==> config.mk <==
export PLATFORM = sky130hd
export DESIGN_NAME = virtqueue_descriptor_chain_manager
export DESIGN_NICKNAME = d
export VERILOG_FILES = /design/src/rtl/core/vqdcm_pkg.sv /design/src/rtl/core/vqdcm_ram.sv /design/src/rtl/core/virtqueue_descriptor_chain_manager.sv
export SDC_FILE = /design/constraint.sdc
export NUM_CORES = 1
export LEC_CHECK = 0
export ABC_CLOCK_PERIOD_IN_PS = 6600
export CAP_MARGIN = 20
export CORE_UTILIZATION = 35
export CTS_CLUSTER_SIZE = 28
export DETAILED_ROUTE_END_ITERATION = 8
export DONT_BUFFER_PORTS = 1
export GPL_TIMING_DRIVEN = 0
export SLEW_MARGIN = 20
export SYNTH_ARGS = -nofsm -noshare
export SYNTH_HDL_FRONTEND = slang
export SYNTH_SLANG_ARGS = --single-unit
==> constraint.sdc <==
create_clock -name clk -period 6.6 [get_ports clk]
set_input_delay 0.99 -clock clk [delete_from_list [all_inputs] [get_ports clk]]
set_output_delay 0.99 -clock clk [all_outputs]
set_load 0.005 [all_outputs]
==> src/rtl/core/vqdcm_pkg.sv <==
`timescale 1ns / 1ps
// ---------------------------------------------------------------------------
// vqdcm_pkg: shared definitions for the virtqueue descriptor chain manager
// Result codes, descriptor flag bits, word layouts and the sequencer's
// microcode program.
// ---------------------------------------------------------------------------
package vqdcm_pkg;

	// Field widths of the input and result words.
	localparam int IDX_FIELD_W = 3;
	localparam int BLOCK_W     = 32;
	localparam int AVAIL_W     = 16;
	localparam int SECTOR_W    = 33;
	localparam int FREED_W     = 4;
	localparam int CODE_W      = 2;
	localparam int FLAGS_W     = 2;
	localparam int IN_DATA_W   = 40;
	localparam int OUT_DATA_W  = 72;

	// Result codes.
	localparam logic [CODE_W-1:0] RC_OK      = 2'd0;
	localparam logic [CODE_W-1:0] RC_NO_FREE = 2'd1;
	localparam logic [CODE_W-1:0] RC_INVALID = 2'd2;
	localparam logic [CODE_W-1:0] RC_ALREADY = 2'd3;

	// Descriptor flag bits.
	localparam logic [FLAGS_W-1:0] FLAG_NEXT  = 2'b01;
	localparam logic [FLAGS_W-1:0] FLAG_WRITE = 2'b10;

	typedef logic [2:0] step_t;
	typedef logic [2:0] op_t;
	typedef logic [1:0] cond_t;

	// Program steps.
	localparam step_t ST_IDLE     = 3'd0;
	localparam step_t ST_PICK0    = 3'd1;
	localparam step_t ST_PICK1    = 3'd2;
	localparam step_t ST_PICK2    = 3'd3;
	localparam step_t ST_COMMIT   = 3'd4;
	localparam step_t ST_REL_CHK  = 3'd5;
	localparam step_t ST_REL_LINK = 3'd6;
	localparam step_t ST_NOFREE   = 3'd7;

	// Datapath operations.
	localparam op_t OP_IDLE   = 3'd0;
	localparam op_t OP_PICK0  = 3'd1;
	localparam op_t OP_PICK1  = 3'd2;
	localparam op_t OP_PICK2  = 3'd3;
	localparam op_t OP_COMMIT = 3'd4;
	localparam op_t OP_CHECK  = 3'd5;
	localparam op_t OP_LINK   = 3'd6;
	localparam op_t OP_NOFREE = 3'd7;

	// Jump conditions.
	localparam cond_t C_NEVER  = 2'd0;
	localparam cond_t C_ACT    = 2'd1;
	localparam cond_t C_NOPICK = 2'd2;
	localparam cond_t C_STOP   = 2'd3;

	// One control word: operation, jump condition, jump target, fall-through step.
	typedef struct packed {
		op_t   op;
		cond_t cond;
		step_t tgt;
		step_t nxt;
	} uword_t;

	// Microcode program.
	function automatic uword_t ucode(input step_t step);
		uword_t w;
		unique case (step)
			ST_IDLE:     w = '{OP_IDLE,   C_ACT,    ST_REL_CHK, ST_PICK0};
			ST_PICK0:    w = '{OP_PICK0,  C_NOPICK, ST_NOFREE,  ST_PICK1};
			ST_PICK1:    w = '{OP_PICK1,  C_NOPICK, ST_NOFREE,  ST_PICK2};
			ST_PICK2:    w = '{OP_PICK2,  C_NOPICK, ST_NOFREE,  ST_COMMIT};
			ST_COMMIT:   w = '{OP_COMMIT, C_NEVER,  ST_IDLE,    ST_IDLE};
			ST_REL_CHK:  w = '{OP_CHECK,  C_STOP,   ST_IDLE,    ST_REL_LINK};
			ST_REL_LINK: w = '{OP_LINK,   C_STOP,   ST_IDLE,    ST_REL_CHK};
			ST_NOFREE:   w = '{OP_NOFREE, C_NEVER,  ST_IDLE,    ST_IDLE};
		endcase
		return w;
	endfunction

endpackage

==> src/rtl/core/vqdcm_ram.sv <==
`timescale 1ns / 1ps
// ---------------------------------------------------------------------------
// vqdcm_ram: generic single-write, single-read RAM
// One write port and one read port; the read data is registered.
// ---------------------------------------------------------------------------
module vqdcm_ram #(
	parameter int WIDTH = 8,
	parameter int DEPTH = 8
) (
	input  logic                     clk,
	input  logic                     we,
	input  logic [$clog2(DEPTH)-1:0] waddr,
	input  logic [WIDTH-1:0]         wdata,
	input  logic [$clog2(DEPTH)-1:0] raddr,
	output logic [WIDTH-1:0]         rdata
);

	logic [WIDTH-1:0] mem_q [DEPTH];

	// Write port and registered read port.
	always_ff @(posedge clk) begin
		if (we) begin
			mem_q[waddr] <= wdata;
		end
		rdata <= mem_q[raddr];
	end

endmodule

==> src/rtl/core/virtqueue_descriptor_chain_manager.sv <==
`timescale 1ns / 1ps
// ---------------------------------------------------------------------------
// virtqueue_descriptor_chain_manager: split-virtqueue descriptor allocator
// Builds three-descriptor block request chains from a free pool, posts the
// head to the avail ring and frees chains by walking their next links.
// ---------------------------------------------------------------------------
// A small microcoded sequencer handles one word at a time. A submit steps
// through an accept step, one search step per descriptor (three) and a commit
// step; a submit that finds fewer than three free descriptors answers no_free
// and leaves the free map and the avail index unchanged.
// A release takes an accept step and then, per descriptor freed, a check step
// and a link step, since each link is read from the registered descriptor RAM;
// a walk that ends on a bad or free index ends with one more check step. A
// finished result waits in an output register, so the next word is accepted
// while it is still pending; the sequencer only stalls when a second result
// is ready before the first has been taken. The avail ring itself is not
// kept here: the block reports the ring slot and the new avail index.
// ---------------------------------------------------------------------------
module virtqueue_descriptor_chain_manager
	import vqdcm_pkg::*;
#(
	parameter int QUEUE_DEPTH       = 8,
	parameter int SECTORS_PER_BLOCK = 2
) (
	input  logic                  clk,
	input  logic                  arst_n,
	// Input words.
	input  logic                  s_tvalid,
	output logic                  s_tready,
	// write_op[0], block_number[32:1], head_index[35:33], zero fill[39:36]
	input  logic [IN_DATA_W-1:0]  s_tdata,
	// action[0]
	input  logic                  s_tuser,
	// Result words.
	output logic                  m_tvalid,
	input  logic                  m_tready,
	// result_code[1:0], first_index[4:2], second_index[7:5], third_index[10:8],
	// ring_slot[13:11], avail_count[29:14], sector[62:30], data_flags[64:63],
	// freed_count[68:65], zero fill[71:69]
	output logic [OUT_DATA_W-1:0] m_tdata
);

	localparam int IDX_W  = $clog2(QUEUE_DEPTH);
	localparam int CUR_W  = (IDX_W > IDX_FIELD_W) ? IDX_W : IDX_FIELD_W;
	localparam int FC_W   = $clog2(QUEUE_DEPTH + 1);
	localparam int CNT_W  = (FC_W > FREED_W) ? FC_W : FREED_W;
	localparam int LINK_W = IDX_W + FLAGS_W;
	localparam int PROD_W = BLOCK_W + 5;

	// Sequencer state.
	logic [2:0]             step_q;
	uword_t                 uw;

	// Datapath registers.
	logic                   write_op_q;
	logic [BLOCK_W-1:0]     block_q;
	logic [QUEUE_DEPTH-1:0] free_q;
	logic [QUEUE_DEPTH-1:0] scratch_q;
	logic [IDX_W-1:0]       pick0_q;
	logic [IDX_W-1:0]       pick1_q;
	logic [IDX_W-1:0]       pick2_q;
	logic [CUR_W-1:0]       cur_q;
	logic [CNT_W-1:0]       freed_q;
	logic [AVAIL_W-1:0]     avail_q;
	logic [IDX_W-1:0]       slot_q;
	logic                   out_valid_q;
	logic [OUT_DATA_W-1:0]  out_data_q;

	// Combinational datapath signals.
	logic [QUEUE_DEPTH-1:0] low_onehot;
	logic [IDX_W-1:0]       low_idx;
	logic                   any_free;
	logic                   cur_bad;
	logic [IDX_W-1:0]       cur_idx;
	logic                   cur_free;
	logic [LINK_W-1:0]      rdata;
	logic [IDX_W-1:0]       rd_link;
	logic [FLAGS_W-1:0]     rd_flags;
	logic                   cond_true;
	logic                   post_req;
	logic                   hold;
	logic                   fire;
	logic                   post_en;
	logic [FLAGS_W-1:0]     dflags;
	logic [PROD_W-1:0]      prod;
	logic                   ram_we;
	logic [IDX_W-1:0]       ram_waddr;
	logic [LINK_W-1:0]      ram_wdata;

	// Result fields.
	logic [CODE_W-1:0]      res_code;
	logic [IDX_FIELD_W-1:0] res_first;
	logic [IDX_FIELD_W-1:0] res_second;
	logic [IDX_FIELD_W-1:0] res_third;
	logic [IDX_FIELD_W-1:0] res_slot;
	logic [AVAIL_W-1:0]     res_avail;
	logic [SECTOR_W-1:0]    res_sector;
	logic [FLAGS_W-1:0]     res_flags;
	logic [FREED_W-1:0]     res_freed;

	assign uw = ucode(step_q);

	// Lowest free descriptor left in the search copy of the free map.
	assign low_onehot = scratch_q & (~scratch_q + QUEUE_DEPTH'(1));
	assign any_free   = |scratch_q;

	always_comb begin
		low_idx = '0;
		for (int i = 0; i < QUEUE_DEPTH; i++) begin
			if (low_onehot[i]) begin
				low_idx = low_idx | IDX_W'(i);
			end
		end
	end

	// Current chain position of a release walk.
	assign cur_bad  = {1'b0, cur_q} >= (CUR_W + 1)'(QUEUE_DEPTH);
	assign cur_idx  = cur_q[IDX_W-1:0];
	assign cur_free = !cur_bad && free_q[cur_idx];
	assign rd_link  = rdata[LINK_W-1:FLAGS_W];
	assign rd_flags = rdata[FLAGS_W-1:0];

	// Jump condition selected by the control word.
	always_comb begin
		unique case (uw.cond)
			C_NEVER:  cond_true = 1'b0;
			C_ACT:    cond_true = s_tuser;
			C_NOPICK: cond_true = !any_free;
			C_STOP: begin
				if (uw.op == OP_CHECK) begin
					cond_true = cur_bad || cur_free;
				end else begin
					cond_true = (rd_flags & FLAG_NEXT) == '0;
				end
			end
		endcase
	end

	// Steps that hand a result to the output register.
	always_comb begin
		unique case (uw.op)
			OP_COMMIT, OP_NOFREE: post_req = 1'b1;
			OP_CHECK, OP_LINK:    post_req = cond_true;
			default:              post_req = 1'b0;
		endcase
	end

	assign hold     = ((uw.op == OP_IDLE) && !s_tvalid) ||
	                  (post_req && out_valid_q && !m_tready);
	assign fire     = !hold;
	assign post_en  = fire && post_req;
	assign s_tready = (uw.op == OP_IDLE);

	// Step counter with conditional jump.
	always_ff @(posedge clk or negedge arst_n) begin
		if (!arst_n) begin
			step_q <= ST_IDLE;
		end else if (fire) begin
			step_q <= cond_true ? uw.tgt : uw.nxt;
		end
	end

	assign dflags = write_op_q ? FLAG_NEXT : (FLAG_NEXT | FLAG_WRITE);
	assign prod   = PROD_W'(block_q) * PROD_W'(SECTORS_PER_BLOCK);

	// Descriptor link writes: each pick links the previous one to itself, and the commit ends the chain at the third.
	always_comb begin
		ram_we    = 1'b0;
		ram_waddr = pick2_q;
		ram_wdata = {{IDX_W{1'b0}}, FLAG_WRITE};
		unique case (uw.op)
			OP_PICK1: begin
				ram_we    = fire && any_free;
				ram_waddr = pick0_q;
				ram_wdata = {low_idx, FLAG_NEXT};
			end
			OP_PICK2: begin
				ram_we    = fire && any_free;
				ram_waddr = pick1_q;
				ram_wdata = {low_idx, dflags};
			end
			OP_COMMIT: begin
				ram_we    = fire;
			end
			default: begin
				ram_we    = 1'b0;
			end
		endcase
	end

	vqdcm_ram #(
		.WIDTH (LINK_W),
		.DEPTH (QUEUE_DEPTH)
	) u_link_ram (
		.clk   (clk),
		.we    (ram_we),
		.waddr (ram_waddr),
		.wdata (ram_wdata),
		.raddr (cur_idx),
		.rdata (rdata)
	);

	// Latched request and scratch registers.
	always_ff @(posedge clk) begin
		if (fire) begin
			unique case (uw.op)
				OP_IDLE: begin
					write_op_q <= s_tdata[0];
					block_q    <= s_tdata[BLOCK_W:1];
					scratch_q  <= free_q;
				end
				OP_PICK0: begin
					pick0_q   <= low_idx;
					scratch_q <= scratch_q & ~low_onehot;
				end
				OP_PICK1: begin
					pick1_q   <= low_idx;
					scratch_q <= scratch_q & ~low_onehot;
				end
				OP_PICK2: begin
					pick2_q   <= low_idx;
					scratch_q <= scratch_q & ~low_onehot;
				end
				default: begin
				end
			endcase
		end
	end

	// Walk position and free count of a release.
	always_ff @(posedge clk) begin
		if (fire) begin
			if (uw.op == OP_IDLE) begin
				cur_q   <= CUR_W'(s_tdata[BLOCK_W+IDX_FIELD_W:BLOCK_W+1]);
				freed_q <= '0;
			end else if (uw.op == OP_CHECK && !cond_true) begin
				freed_q <= freed_q + CNT_W'(1);
			end else if (uw.op == OP_LINK && !cond_true) begin
				cur_q   <= CUR_W'(rd_link);
			end
		end
	end

	// Free map, avail index and ring slot.
	always_ff @(posedge clk or negedge arst_n) begin
		if (!arst_n) begin
			free_q  <= '1;
			avail_q <= '0;
			slot_q  <= '0;
		end else if (fire) begin
			if (uw.op == OP_COMMIT) begin
				free_q  <= scratch_q;
				avail_q <= avail_q + AVAIL_W'(1);
				// The slot follows avail_index mod depth, also across the 16-bit wrap.
				if (avail_q == '1 || slot_q == IDX_W'(QUEUE_DEPTH - 1)) begin
					slot_q <= '0;
				end else begin
					slot_q <= slot_q + IDX_W'(1);
				end
			end else if (uw.op == OP_CHECK && !cond_true) begin
				free_q[cur_idx] <= 1'b1;
			end
		end
	end

	// Result fields for the step that posts.
	always_comb begin
		res_code   = RC_OK;
		res_first  = '0;
		res_second = '0;
		res_third  = '0;
		res_slot   = '0;
		res_avail  = avail_q;
		res_sector = '0;
		res_flags  = '0;
		res_freed  = freed_q[FREED_W-1:0];
		unique case (uw.op)
			OP_COMMIT: begin
				res_first  = IDX_FIELD_W'(pick0_q);
				res_second = IDX_FIELD_W'(pick1_q);
				res_third  = IDX_FIELD_W'(pick2_q);
				res_slot   = IDX_FIELD_W'(slot_q);
				res_avail  = avail_q + AVAIL_W'(1);
				res_sector = prod[SECTOR_W-1:0];
				res_flags  = dflags;
				res_freed  = '0;
			end
			OP_NOFREE: begin
				res_code  = RC_NO_FREE;
				res_freed = '0;
			end
			OP_CHECK: begin
				res_code = cur_bad ? RC_INVALID : RC_ALREADY;
			end
			default: begin
				res_code = RC_OK;
			end
		endcase
	end

	// Output register.
	always_ff @(posedge clk or negedge arst_n) begin
		if (!arst_n) begin
			out_valid_q <= 1'b0;
		end else if (post_en) begin
			out_valid_q <= 1'b1;
		end else if (m_tready) begin
			out_valid_q <= 1'b0;
		end
	end

	always_ff @(posedge clk) begin
		if (post_en) begin
			out_data_q <= {3'b000, res_freed, res_flags, res_sector, res_avail,
			               res_slot, res_third, res_second, res_first, res_code};
		end
	end

	assign m_tvalid = out_valid_q;
	assign m_tdata  = out_data_q;

	// A commit removes exactly three descriptors from the pool.
	a_commit_takes_three: assert property (@(posedge clk) disable iff (!arst_n)
		(fire && uw.op == OP_COMMIT) |=>
		($countones(free_q) + 3 == $countones($past(free_q))))
		else $error("commit did not take exactly three descriptors");

	// The avail index moves only on a commit.
	a_avail_only_on_commit: assert property (@(posedge clk) disable iff (!arst_n)
		!(fire && uw.op == OP_COMMIT) |=> $stable(avail_q))
		else $error("avail index changed outside a commit");

	// The three picked descriptors are distinct and in ascending order.
	a_picks_ordered: assert property (@(posedge clk) disable iff (!arst_n)
		(uw.op == OP_COMMIT) |-> (pick0_q < pick1_q && pick1_q < pick2_q))
		else $error("picked descriptors are not distinct and ascending");

	// While a link is read, the descriptor it came from has just been freed.
	a_link_from_freed: assert property (@(posedge clk) disable iff (!arst_n)
		(uw.op == OP_LINK) |-> (!cur_bad && free_q[cur_idx]))
		else $error("link read from a descriptor that was not freed");

endmodule
==> results of run 1 <==
-- path summary, 6_finish.rpt --
path                                      from          end  slack [ps]  cells after the start
setup / recovery                     step_q[0]  m_tdata[63]        2590                      9
hold / removal                          arst_n  avail_q[10]         250                      0
setup reg to reg                     step_q[0]  m_tdata[63]        2590                      9
hold reg to reg            u_link_ram.rdata[2]   cur_idx[0]         500                      2
max in group asynchronous               arst_n    free_q[4]        6170                      0
min in group clk           u_link_ram.rdata[2]   cur_idx[0]         500                      2
-- state kept, by name, indices dropped and copies added (netlist names), 4 cells and up --
name,flops
m_tdata,68
freed_q,4
u_link_ram.mem_q,32
free_q,8
scratch_q,8
u_link_ram.rdata,4
avail_q,16
block_q,32
-- metrics by stage --
stage	setup TNS (ps)	hold slack, ps	total power [mW]
2_1_floorplan	0	466	3.20
3_3_place_gp	-28320	488	3.62
3_5_place_dp	0	490	3.71
4_1_cts	0	222	4.67
5_1_grt	0	221	4.92
6_report	0	249	4.64
-- area by class of cell --
cell class | count | area (µm²) | share of cell area, %
clock buffer | 19 | 433 | 4.79
clock inverter | 13 | 114 | 1.26
buffer | 33 | 146 | 1.62
timing repair buffer | 3 | 75.1 | 0.831
sequential | 192 | 5580 | 61.8
tap | 285 | 357 | 3.95
inverter | 14 | 52.6 | 0.582
multi-input combinational | 355 | 2280 | 25.2
-- power by group through the flow --
| stage | Clock (mW) | Sequential, mW | Combinational (mW) |
|---|---|---|---|
| detailed placement | 0 | 2.25 | 1.47 |
| global route | 1.02 | 2.27 | 1.64 |
| finish | 0.950 | 2.22 | 1.47 |
| global placement | 0 | 2.27 | 1.35 |
| CTS | 0.977 | 2.23 | 1.47 |
| floorplan | 0 | 2.17 | 1.03 |
-- per-layer routing --
metal | share of wire (%) | up-vias | routed length (µm)
li1 | - | 2228 | -
met3 | 5.5 | 19 | 920
met1 | 44 | 2361 | 7320
met2 | 49 | 179 | 8220
met4 | 1.5 | 0 | 254
met5 | 0 | - | 0
-- kinds of logic (layout without fill, tap and decap cells) --
| family | Yosys count | in the layout | share of synthesized area (%) |
|---|---|---|---|
| xor+xnor | 32 | 32 | 3.49 |
| simple gates | 215 | 215 | 13.5 |
| buf+inv | 47 | 82 | 2.48 |
| fa+ha+maj | 9 | 9 | 1.40 |
| other cells | 1 | 4 | 0.0467 |
| compound gates | 81 | 81 | 7.37 |
| flops | 192 | 192 | 69.5 |
| mux | 14 | 14 | 2.26 |
-- cell usage in the layout (no fill, tap or decap), types with 5 or more instances in the layout --
cell type and instances:
a21oi_1 11, nand3_1 17, clkbuf_16 17, and2_1 11, xor2_1 16, nand2_1 53, ha_1 9, o21ai_0 20
clkinv_1 5, edfxtp_1 157, or3_1 6, nor2b_1 6, nor3_1 11, nor2_1 44, a311o_1 7, dfstp_2 8
mux2i_1 8, and3_1 47, xnor2_1 16, o211a_1 7, dfrtp_1 23, clkbuf_1 28, inv_1 11
==> flow_summary.json, run 1 <==
{
  "num_vias": 4787,
  "syn_inst": 591,
  "drt_iter0_drc": 403,
  "holdCritPathClass": "in -> async",
  "worst_slack_ps": 2590,
  "synth_area_leaders": "edfxtp_1 59%, dfrtp_1 7.2%, and3_1 3.7%",
  "yosysMostFrequentCell": "edfxtp_1",
  "combPwrFrac_pct": 31.6,
  "rsz0062_at_grt": "no",
  "num-nets-final": 670,
  "cp_slowest_cell": "nor2_4",
  "placementRows": 55,
  "place_area_um2": 8480,
  "start_kind": "register",
  "grt_antenna_before_repair": 0,
  "p_int_mw": 2.99,
  "worstPathMaxFanout": 25,
  "grt_util_met3_pct": 2.98,
  "power.share.clock_pct": 20.5,
  "skew_ps": 8.08,
  "worst_pin_slew_ps": 795,
  "gr-max-usage-layer": "met2",
  "period_share_pct": 60.8,
  "yosys.area.top_type_share_pct": 58.7,
  "grt_util_all_layers_pct": 14.6,
  "cellLeakagePower_nw": 3.26,
  "cap_viol_max_count": 0,
  "nFillCells": 2082,
  "start_util_pct": 35.6,
  "antennaDiodeCount": 0,
  "fin_crit_ps": 4010,
  "area_growth_pct": 12.5,
  "antenna_left": 0,
  "vias_per_cell": 5.24,
  "finish.utilization_pct": 40.0,
  "finalHoldViolCount": 0,
  "grt_pass1_vias": 4741,
  "max-vdd-ir-drop_v": 0.000228,
  "boundaryPins": 119,
  "fmax_mhz": 249,
  "switching_power_mw": 1.65,
  "sw_frac_of_total_pct": 35.5,
  "critical_path.cell_chain": "ha_1 -> clkbuf_1 -> o21ai_0 -> a21oi_1 -> o22a_1 -> clkbuf_1 -> nor2_4 -> buf_16 -> buf_16",
  "seq_power_share_pct": 47.9,
  "cts-hold-fix-buffers": 0,
  "maxSlewHeadroom_pct": 47.0,
  "drc": 0,
  "die_h_um": 153,
  "core-area_um2": 22600,
  "status": "complete, no violations",
  "synth_flop_cell": "edfxtp_1",
  "die_area_um2": 23600,
  "cts_tree": "built",
  "cts_num_sinks": 192,
  "wl_um": 16700,
  "layout.cells.non_filler": 914,
  "synth.avg_cell_area_um2": 13.6,
  "clk_pin_slew_ps": 70,
  "syn-cell-area_um2": 8030,
  "powerDensity_nw_per_um2": 514,
  "cts_root_buf": "clkbuf_16",
  "crit_family": "compound AO/OA/AOI/OAI gates",
  "cts_max_path_buffers": 2,
  "pre_cts_ws_ps": 2590,
  "slowest_delay_ps": 670,
  "cp.arrival_ps": 4140,
  "cp_num_buf_inv": 4,
  "htree_num_levels": 4,
  "gp_congestion": 0.879,
  "dp_cells": 882,
  "setup_viol": 0,
  "seq_area_frac_synth_pct": 69.5,
  "io_buffers": 0,
  "drv_slew": 0,
  "crit_required_ps": 6730,
  "clk_latency_ps": 430,
  "wl_per_cell_um": 18.3,
  "die_x_um": 153,
  "cts_buffers": 17,
  "cts_setup_buffers": 0,
  "synth-seq-cells": 192,
  "stdcell_area_um2": 9040,
  "grt_pass1_wl_um": 26400,
  "use_met1_pct": 18.5,
  "yosys_warnings": 0,
  "drtPass1Iterations": 5,
  "post_cts_resized": 0,
  "yosysTopAreaCell": "edfxtp_1",
  "synth_common_cells": "157 x edfxtp_1, 53 x nand2_1, 47 x and3_1, 45 x nor2_1, 26 x clkbuf_1",
  "synth.distinct_cells": 55,
  "met2_usage_pct": 24.4,
  "cp-end-kind": "register",
  "async_flop_share_pct": 16.1,
  "grt_max_degree": 34,
  "drive_gt1_share_pct": 9.54,
  "worstSetupPathType": "reg -> reg",
  "hpwl_um": 11900,
  "grt.overflow.total": 0,
  "synth_edf_count": 157
}
No activity file was read; power rests on OpenSTA's default activity.
==> run 2, diff against run 1 <==
- ABC_CLOCK_PERIOD_IN_PS: 6600 -> 3200
- clock period: 6.6 -> 3.2 ns (I/O delays scaled with it)
==> run 2 against run 1 <==
Net effect: total power rose by 110%; count of clock-buffer cells in the layout is the same; combinational power up 110%; clock power up 100%; worst setup slack got worse by 2400 ps; register-to-register slack worse by 2400 ps; wire length up 2.6%; final area rose by 0.39%; clock skew up 3.4 ps; global-route usage grew 0.49 points; critical path type unchanged.
==> flow_summary.json, run 2 (same netlist as run 1, synthesis figures left out) <==
{
  "dp_cells": 882,
  "cts_num_sinks": 192,
  "grt_pass1_vias": 4625,
  "die_x_um": 153,
  "fin_crit_ps": 3020,
  "holdWs_ps": 141,
  "antenna_left": 0,
  "grt_util_all_layers_pct": 15.1,
  "powerDensity_nw_per_um2": 1060,
  "hpwl_um": 12200,
  "wl_um": 17200,
  "cap_viol_max_count": 0,
  "io_buffers": 0,
  "drive_gt1_share_pct": 11.8,
  "status": "complete, no violations",
  "pre_cts_ws_ps": -836,
  "worst_slack_ps": 180,
  "switching_power_mw": 3.49,
  "grt_pass1_wl_um": 26900,
  "die_area_um2": 23600,
  "worstPathMaxFanout": 32,
  "drc": 0,
  "slowest_delay_ps": 370,
  "vias_per_cell": 5.25,
  "maxSlewHeadroom_pct": 47.5,
  "boundaryPins": 119,
  "cp-end-kind": "register",
  "critical_path.cell_chain": "clkbuf_1 -> clkbuf_2 -> and2_1 -> o21ai_0 -> a21oi_1 -> o22a_2 -> buf_2 -> nor2_4 -> buf_16 -> buf_12",
  "die_h_um": 153,
  "grt.overflow.total": 0,
  "layout.cells.non_filler": 915,
  "sw_frac_of_total_pct": 36.3,
  "cp.arrival_ps": 3200,
  "cts_max_path_buffers": 2,
  "setup_viol": 0,
  "cp_slowest_cell": "buf_2",
  "crit_required_ps": 3380,
  "drv_slew": 0,
  "cts_tree": "built",
  "holdCritPathClass": "in -> reg",
  "power.share.clock_pct": 19.8,
  "num-nets-final": 672,
  "skew_ps": 11.5,
  "finish.utilization_pct": 40.2,
  "gp_congestion": 0.832,
  "fmax_mhz": 331,
  "num_vias": 4801,
  "holdPathStages": 0,
  "rsz0062_at_grt": "no",
  "cellLeakagePower_nw": 3.27,
  "nFillCells": 2071,
  "htree_num_levels": 4,
  "drtPass1Iterations": 5,
  "cts_root_buf": "clkbuf_16",
  "drt_iter0_drc": 433,
  "worstSetupPathType": "reg -> reg",
  "clk_pin_slew_ps": 70,
  "wl_per_cell_um": 18.8,
  "clk_latency_ps": 430,
  "finalHoldViolCount": 0,
  "start_util_pct": 35.6,
  "layout_commonest_cell": "edfxtp_1",
  "worst_pin_slew_ps": 781,
  "grt_max_degree": 34,
  "p_int_mw": 6.12,
  "rrSetupSlack_ps": 180,
  "r2r_cells": 10,
  "period_share_pct": 94.4,
  "placementRows": 55,
  "largest_reg_flops": 68,
  "combPwrFrac_pct": 32.4,
  "layout_common_cells": "157 x edfxtp_1, 52 x nand2_1, 47 x and3_1, 44 x nor2_1",
  "area_growth_pct": 12.9,
  "seq_power_share_pct": 47.8,
  "core-area_um2": 22600,
  "max-vdd-ir-drop_v": 0.000399,
  "cts_buffers": 17,
  "grt_antenna_before_repair": 0,
  "start_kind": "register"
}
-- run 2: power groups by stage --
stage          Combinational [mW]  Clock (mW)  Sequential, mW
3_3_place_gp                 2.86           0            4.64
5_1_grt                      3.45        2.04            4.70
2_1_floorplan                2.14           0            4.44
6_report                     3.12        1.90            4.60
3_5_place_dp                 3.06           0            4.62
4_1_cts                      3.12        1.95            4.58
-- run 2: worst max-delay path: cells and delay by family, from the launching register on --
| family | cells | cell delay [ps] |
|---|---|---|
| AO/OA/AOI/OAI | 3 | 750 |
| buffers and inverters | 5 | 1370 |
| flip-flops | 1 | 320 |
| AND/OR/NAND/NOR | 2 | 300 |
-- run 2: routing by layer --
metal | vias up | global-route usage (%) | wire, µm
li1 | 2232 | - | -
met1 | 2368 | 19.5 | 7600
met2 | 175 | 23.8 | 8140
met3 | 26 | 4.37 | 1070
met4 | 0 | 6.00 | 349
met5 | - | 0 | 0
-- run 2: metrics by stage --
| step | power (mW) | TNS (ps) | area [µm²] |
|---|---|---|---|
| 3_5_place_dp | 7.68 | -66680 | 8480 |
| 3_3_place_gp | 7.50 | -96590 | 8410 |
| 4_1_cts | 9.65 | 0 | 9050 |
| 5_1_grt | 10.2 | 0 | 9070 |
| 2_1_floorplan | 6.58 | 0 | 8050 |
| 6_report | 9.61 | 0 | 9070 |
-- run 2: timing repair --
action | in CTS | in global routing
hold buffers | 2 | 0
setup endpoints to repair | 129 | 80
resized for setup | 10 | 8
cloned | 0 | 0
pin swaps | 1 | 0
setup buffers | 1 | 0
endpoints found under the hold margin | 31 | 0
-- run 2: final timing paths --
path | start | to
max in group asynchronous | arst_n | free_q[2]
max | step_q[2] | m_tdata[34]
min | s_tdata[25] | block_q[24]
min in group asynchronous | arst_n | m_tvalid
min reg2reg | avail_q[11] | avail_q[11]
max reg2reg | step_q[2] | m_tdata[34]
-- run 2: layout make-up --
| type | count | area, µm² | area share [%] |
|---|---|---|---|
| sequential | 192 | 5580 | 61.5 |
| inverter | 14 | 56.3 | 0.621 |
| timing repair buffer | 6 | 105 | 1.16 |
| clock inverter | 11 | 86.3 | 0.952 |
| clock buffer | 19 | 433 | 4.77 |
| tap | 285 | 357 | 3.93 |
| buffer | 32 | 148 | 1.63 |
| multi-input combinational | 355 | 2300 | 25.4 |
| antenna | 1 | 2.50 | 0.0276 |
==> run 3, diff against run 2 <==
- PLACE_DENSITY: not set -> 0.5
==> run 3 against run 2 <==
Net effect: worst setup slack lost 15 ps; final cell count grew 0.33%; critical path depth shrank 2; largest power group unchanged; largest cell class unchanged; sequential share of layout area shrank 0.94 points; clock power grew 21%; core utilization grew 0.63 points; sequential power is essentially flat; hold slack gained 1.7 ps.
==> flow_summary.json, run 3 (same netlist as run 1, synthesis figures left out) <==
{
  "die_x_um": 153,
  "holdCritPathClass": "in -> reg",
  "clk_latency_ps": 430,
  "antenna_left": 0,
  "vias_per_cell": 5.15,
  "setup_viol": 0,
  "core-area_um2": 22600,
  "die_area_um2": 23600,
  "period_share_pct": 94.8,
  "start_kind": "register",
  "drv_slew": 0,
  "worstPathMaxFanout": 29,
  "boundaryPins": 119,
  "drt_iter0_drc": 358,
  "startpoint": "step_q[0]",
  "htree_num_levels": 4,
  "layout_commonest_cell": "edfxtp_1",
  "drive_gt1_share_pct": 12.3,
  "finalHoldViolCount": 0,
  "cts_num_sinks": 192,
  "cts_max_path_buffers": 2,
  "skew_ps": 12.1,
  "setup.worst_path.end": "m_tdata[33]",
  "grt.overflow.total": 0,
  "r2r_cells": 8,
  "fmax_mhz": 330,
  "cap_viol_max_count": 0,
  "area_growth_pct": 14.7,
  "grt_pass1_vias": 4685,
  "drc": 0,
  "cp-end-kind": "register",
  "num_vias": 4729,
  "worst_pin_slew_ps": 672,
  "io_buffers": 0,
  "holdPathStages": 0,
  "worstSetupPathType": "reg -> reg",
  "grt_antenna_before_repair": 1,
  "r2r-start": "step_q[0]",
  "start_util_pct": 35.6,
  "wl_um": 17000,
  "status": "complete, no violations",
  "powerDensity_nw_per_um2": 1080,
  "largest_reg_flops": 68,
  "grt_pass1_wl_um": 26700,
  "finish.utilization_pct": 40.8,
  "wl_per_cell_um": 18.5,
  "drtPass1Iterations": 5,
  "grt_max_degree": 33,
  "maxSlewHeadroom_pct": 54.8,
  "placementRows": 55,
  "num-nets-final": 673,
  "rr_endpoint": "m_tdata[33]",
  "grt_util_all_layers_pct": 14.9,
  "clk_pin_slew_ps": 70,
  "fin_crit_ps": 3030,
  "power_mw": 9.99,
  "cellLeakagePower_nw": 3.33,
  "gp_congestion": 0.825,
  "crit_required_ps": 3330,
  "die_h_um": 153,
  "cts_root_buf": "clkbuf_16",
  "hpwl_um": 12200,
  "cp.arrival_ps": 3160,
  "rrSetupSlack_ps": 170,
  "cts_buffers": 17,
  "layout_common_cells": "157 x edfxtp_1, 52 x nand2_1, 47 x and3_1, 39 x nor2_1, 24 x clkbuf_1",
  "cts_tree": "built",
  "max-vdd-ir-drop_v": 0.000474
}
run 3: changes by cell type in the layout (fill, tap and decap cells not counted), sizes merged:
cell and change:
clkinvlp -1, bufinv +4, inv +2, clkinv -1
buf -1
run 3: worst min-delay path by stage:
stage,slack [ps],end,start
4_1_cts,120,block_q[26],s_tdata[27]
3_3_place_gp,190,avail_q[10],arst_n
3_5_place_dp,190,avail_q[10],arst_n
5_1_grt,120,block_q[23],s_tdata[24]
6_report,140,block_q[23],s_tdata[24]
2_1_floorplan,180,avail_q[0],arst_n
run 3: critical path, cell delays in order (launching register included):
cell and delay [ps]:
dfrtp_1 420, ha_1 200, clkbuf_1 240, o21ai_1 420
a21oi_1 200, o22a_1 390, clkbuf_2 330, nor2_4 310
buf_12 230
run 3: routing by layer:
| layer | GRT usage (%) | part of all wire, % | vias up |
|---|---|---|---|
| li1 | - | - | 2241 |
| met1 | 19.9 | 47 | 2314 |
| met2 | 23.6 | 47 | 151 |
| met3 | 3.49 | 4.8 | 23 |
| met4 | 5.71 | 1.9 | 0 |
| met5 | 0 | 0 | - |
run 3: what timing repair did:
item / 4_1_cts / 5_1_grt
endpoints found under the setup margin: 118 / 120
pin swaps: 1 / 0
hold buffers: 2 / 0
buffers inserted: 1 / 0
gates resized for setup: 5 / 11
hold endpoints to repair: 31 / 0
run 3: power by group:
group | internal (mW) | switching (mW)
clock network | 1.33 | 0.960
logic | 1.12 | 2.01
registers | 4.02 | 0.547
run 3: final cells by class:
type	count	area, µm²
fill	2070	13400
sequential	192	5580
multi-input combinational	355	2310
clock buffer	17	425
tap	285	357
clock inverter	15	221
buffer	33	149
timing repair buffer	6	118
inverter	14	52.6
antenna	1	2.50
run 3: through the flow:
| stage | setup TNS (ps) | setup WS (ps) | hold slack (ps) | instances | cell area (µm²) |
|---|---|---|---|---|---|
| final | 0 | 166 | 143 | 918 | 9210 |
| after detailed placement | -41020 | -529 | 187 | 882 | 8480 |
| after global placement | -90120 | -1200 | 187 | 879 | 8410 |
| after global routing | -58.7 | -6.18 | 120 | 917 | 9210 |
| after CTS | 0 | 0.955 | 123 | 917 | 9180 |
| after floorplan | 0 | 44.3 | 184 | 594 | 8050 |
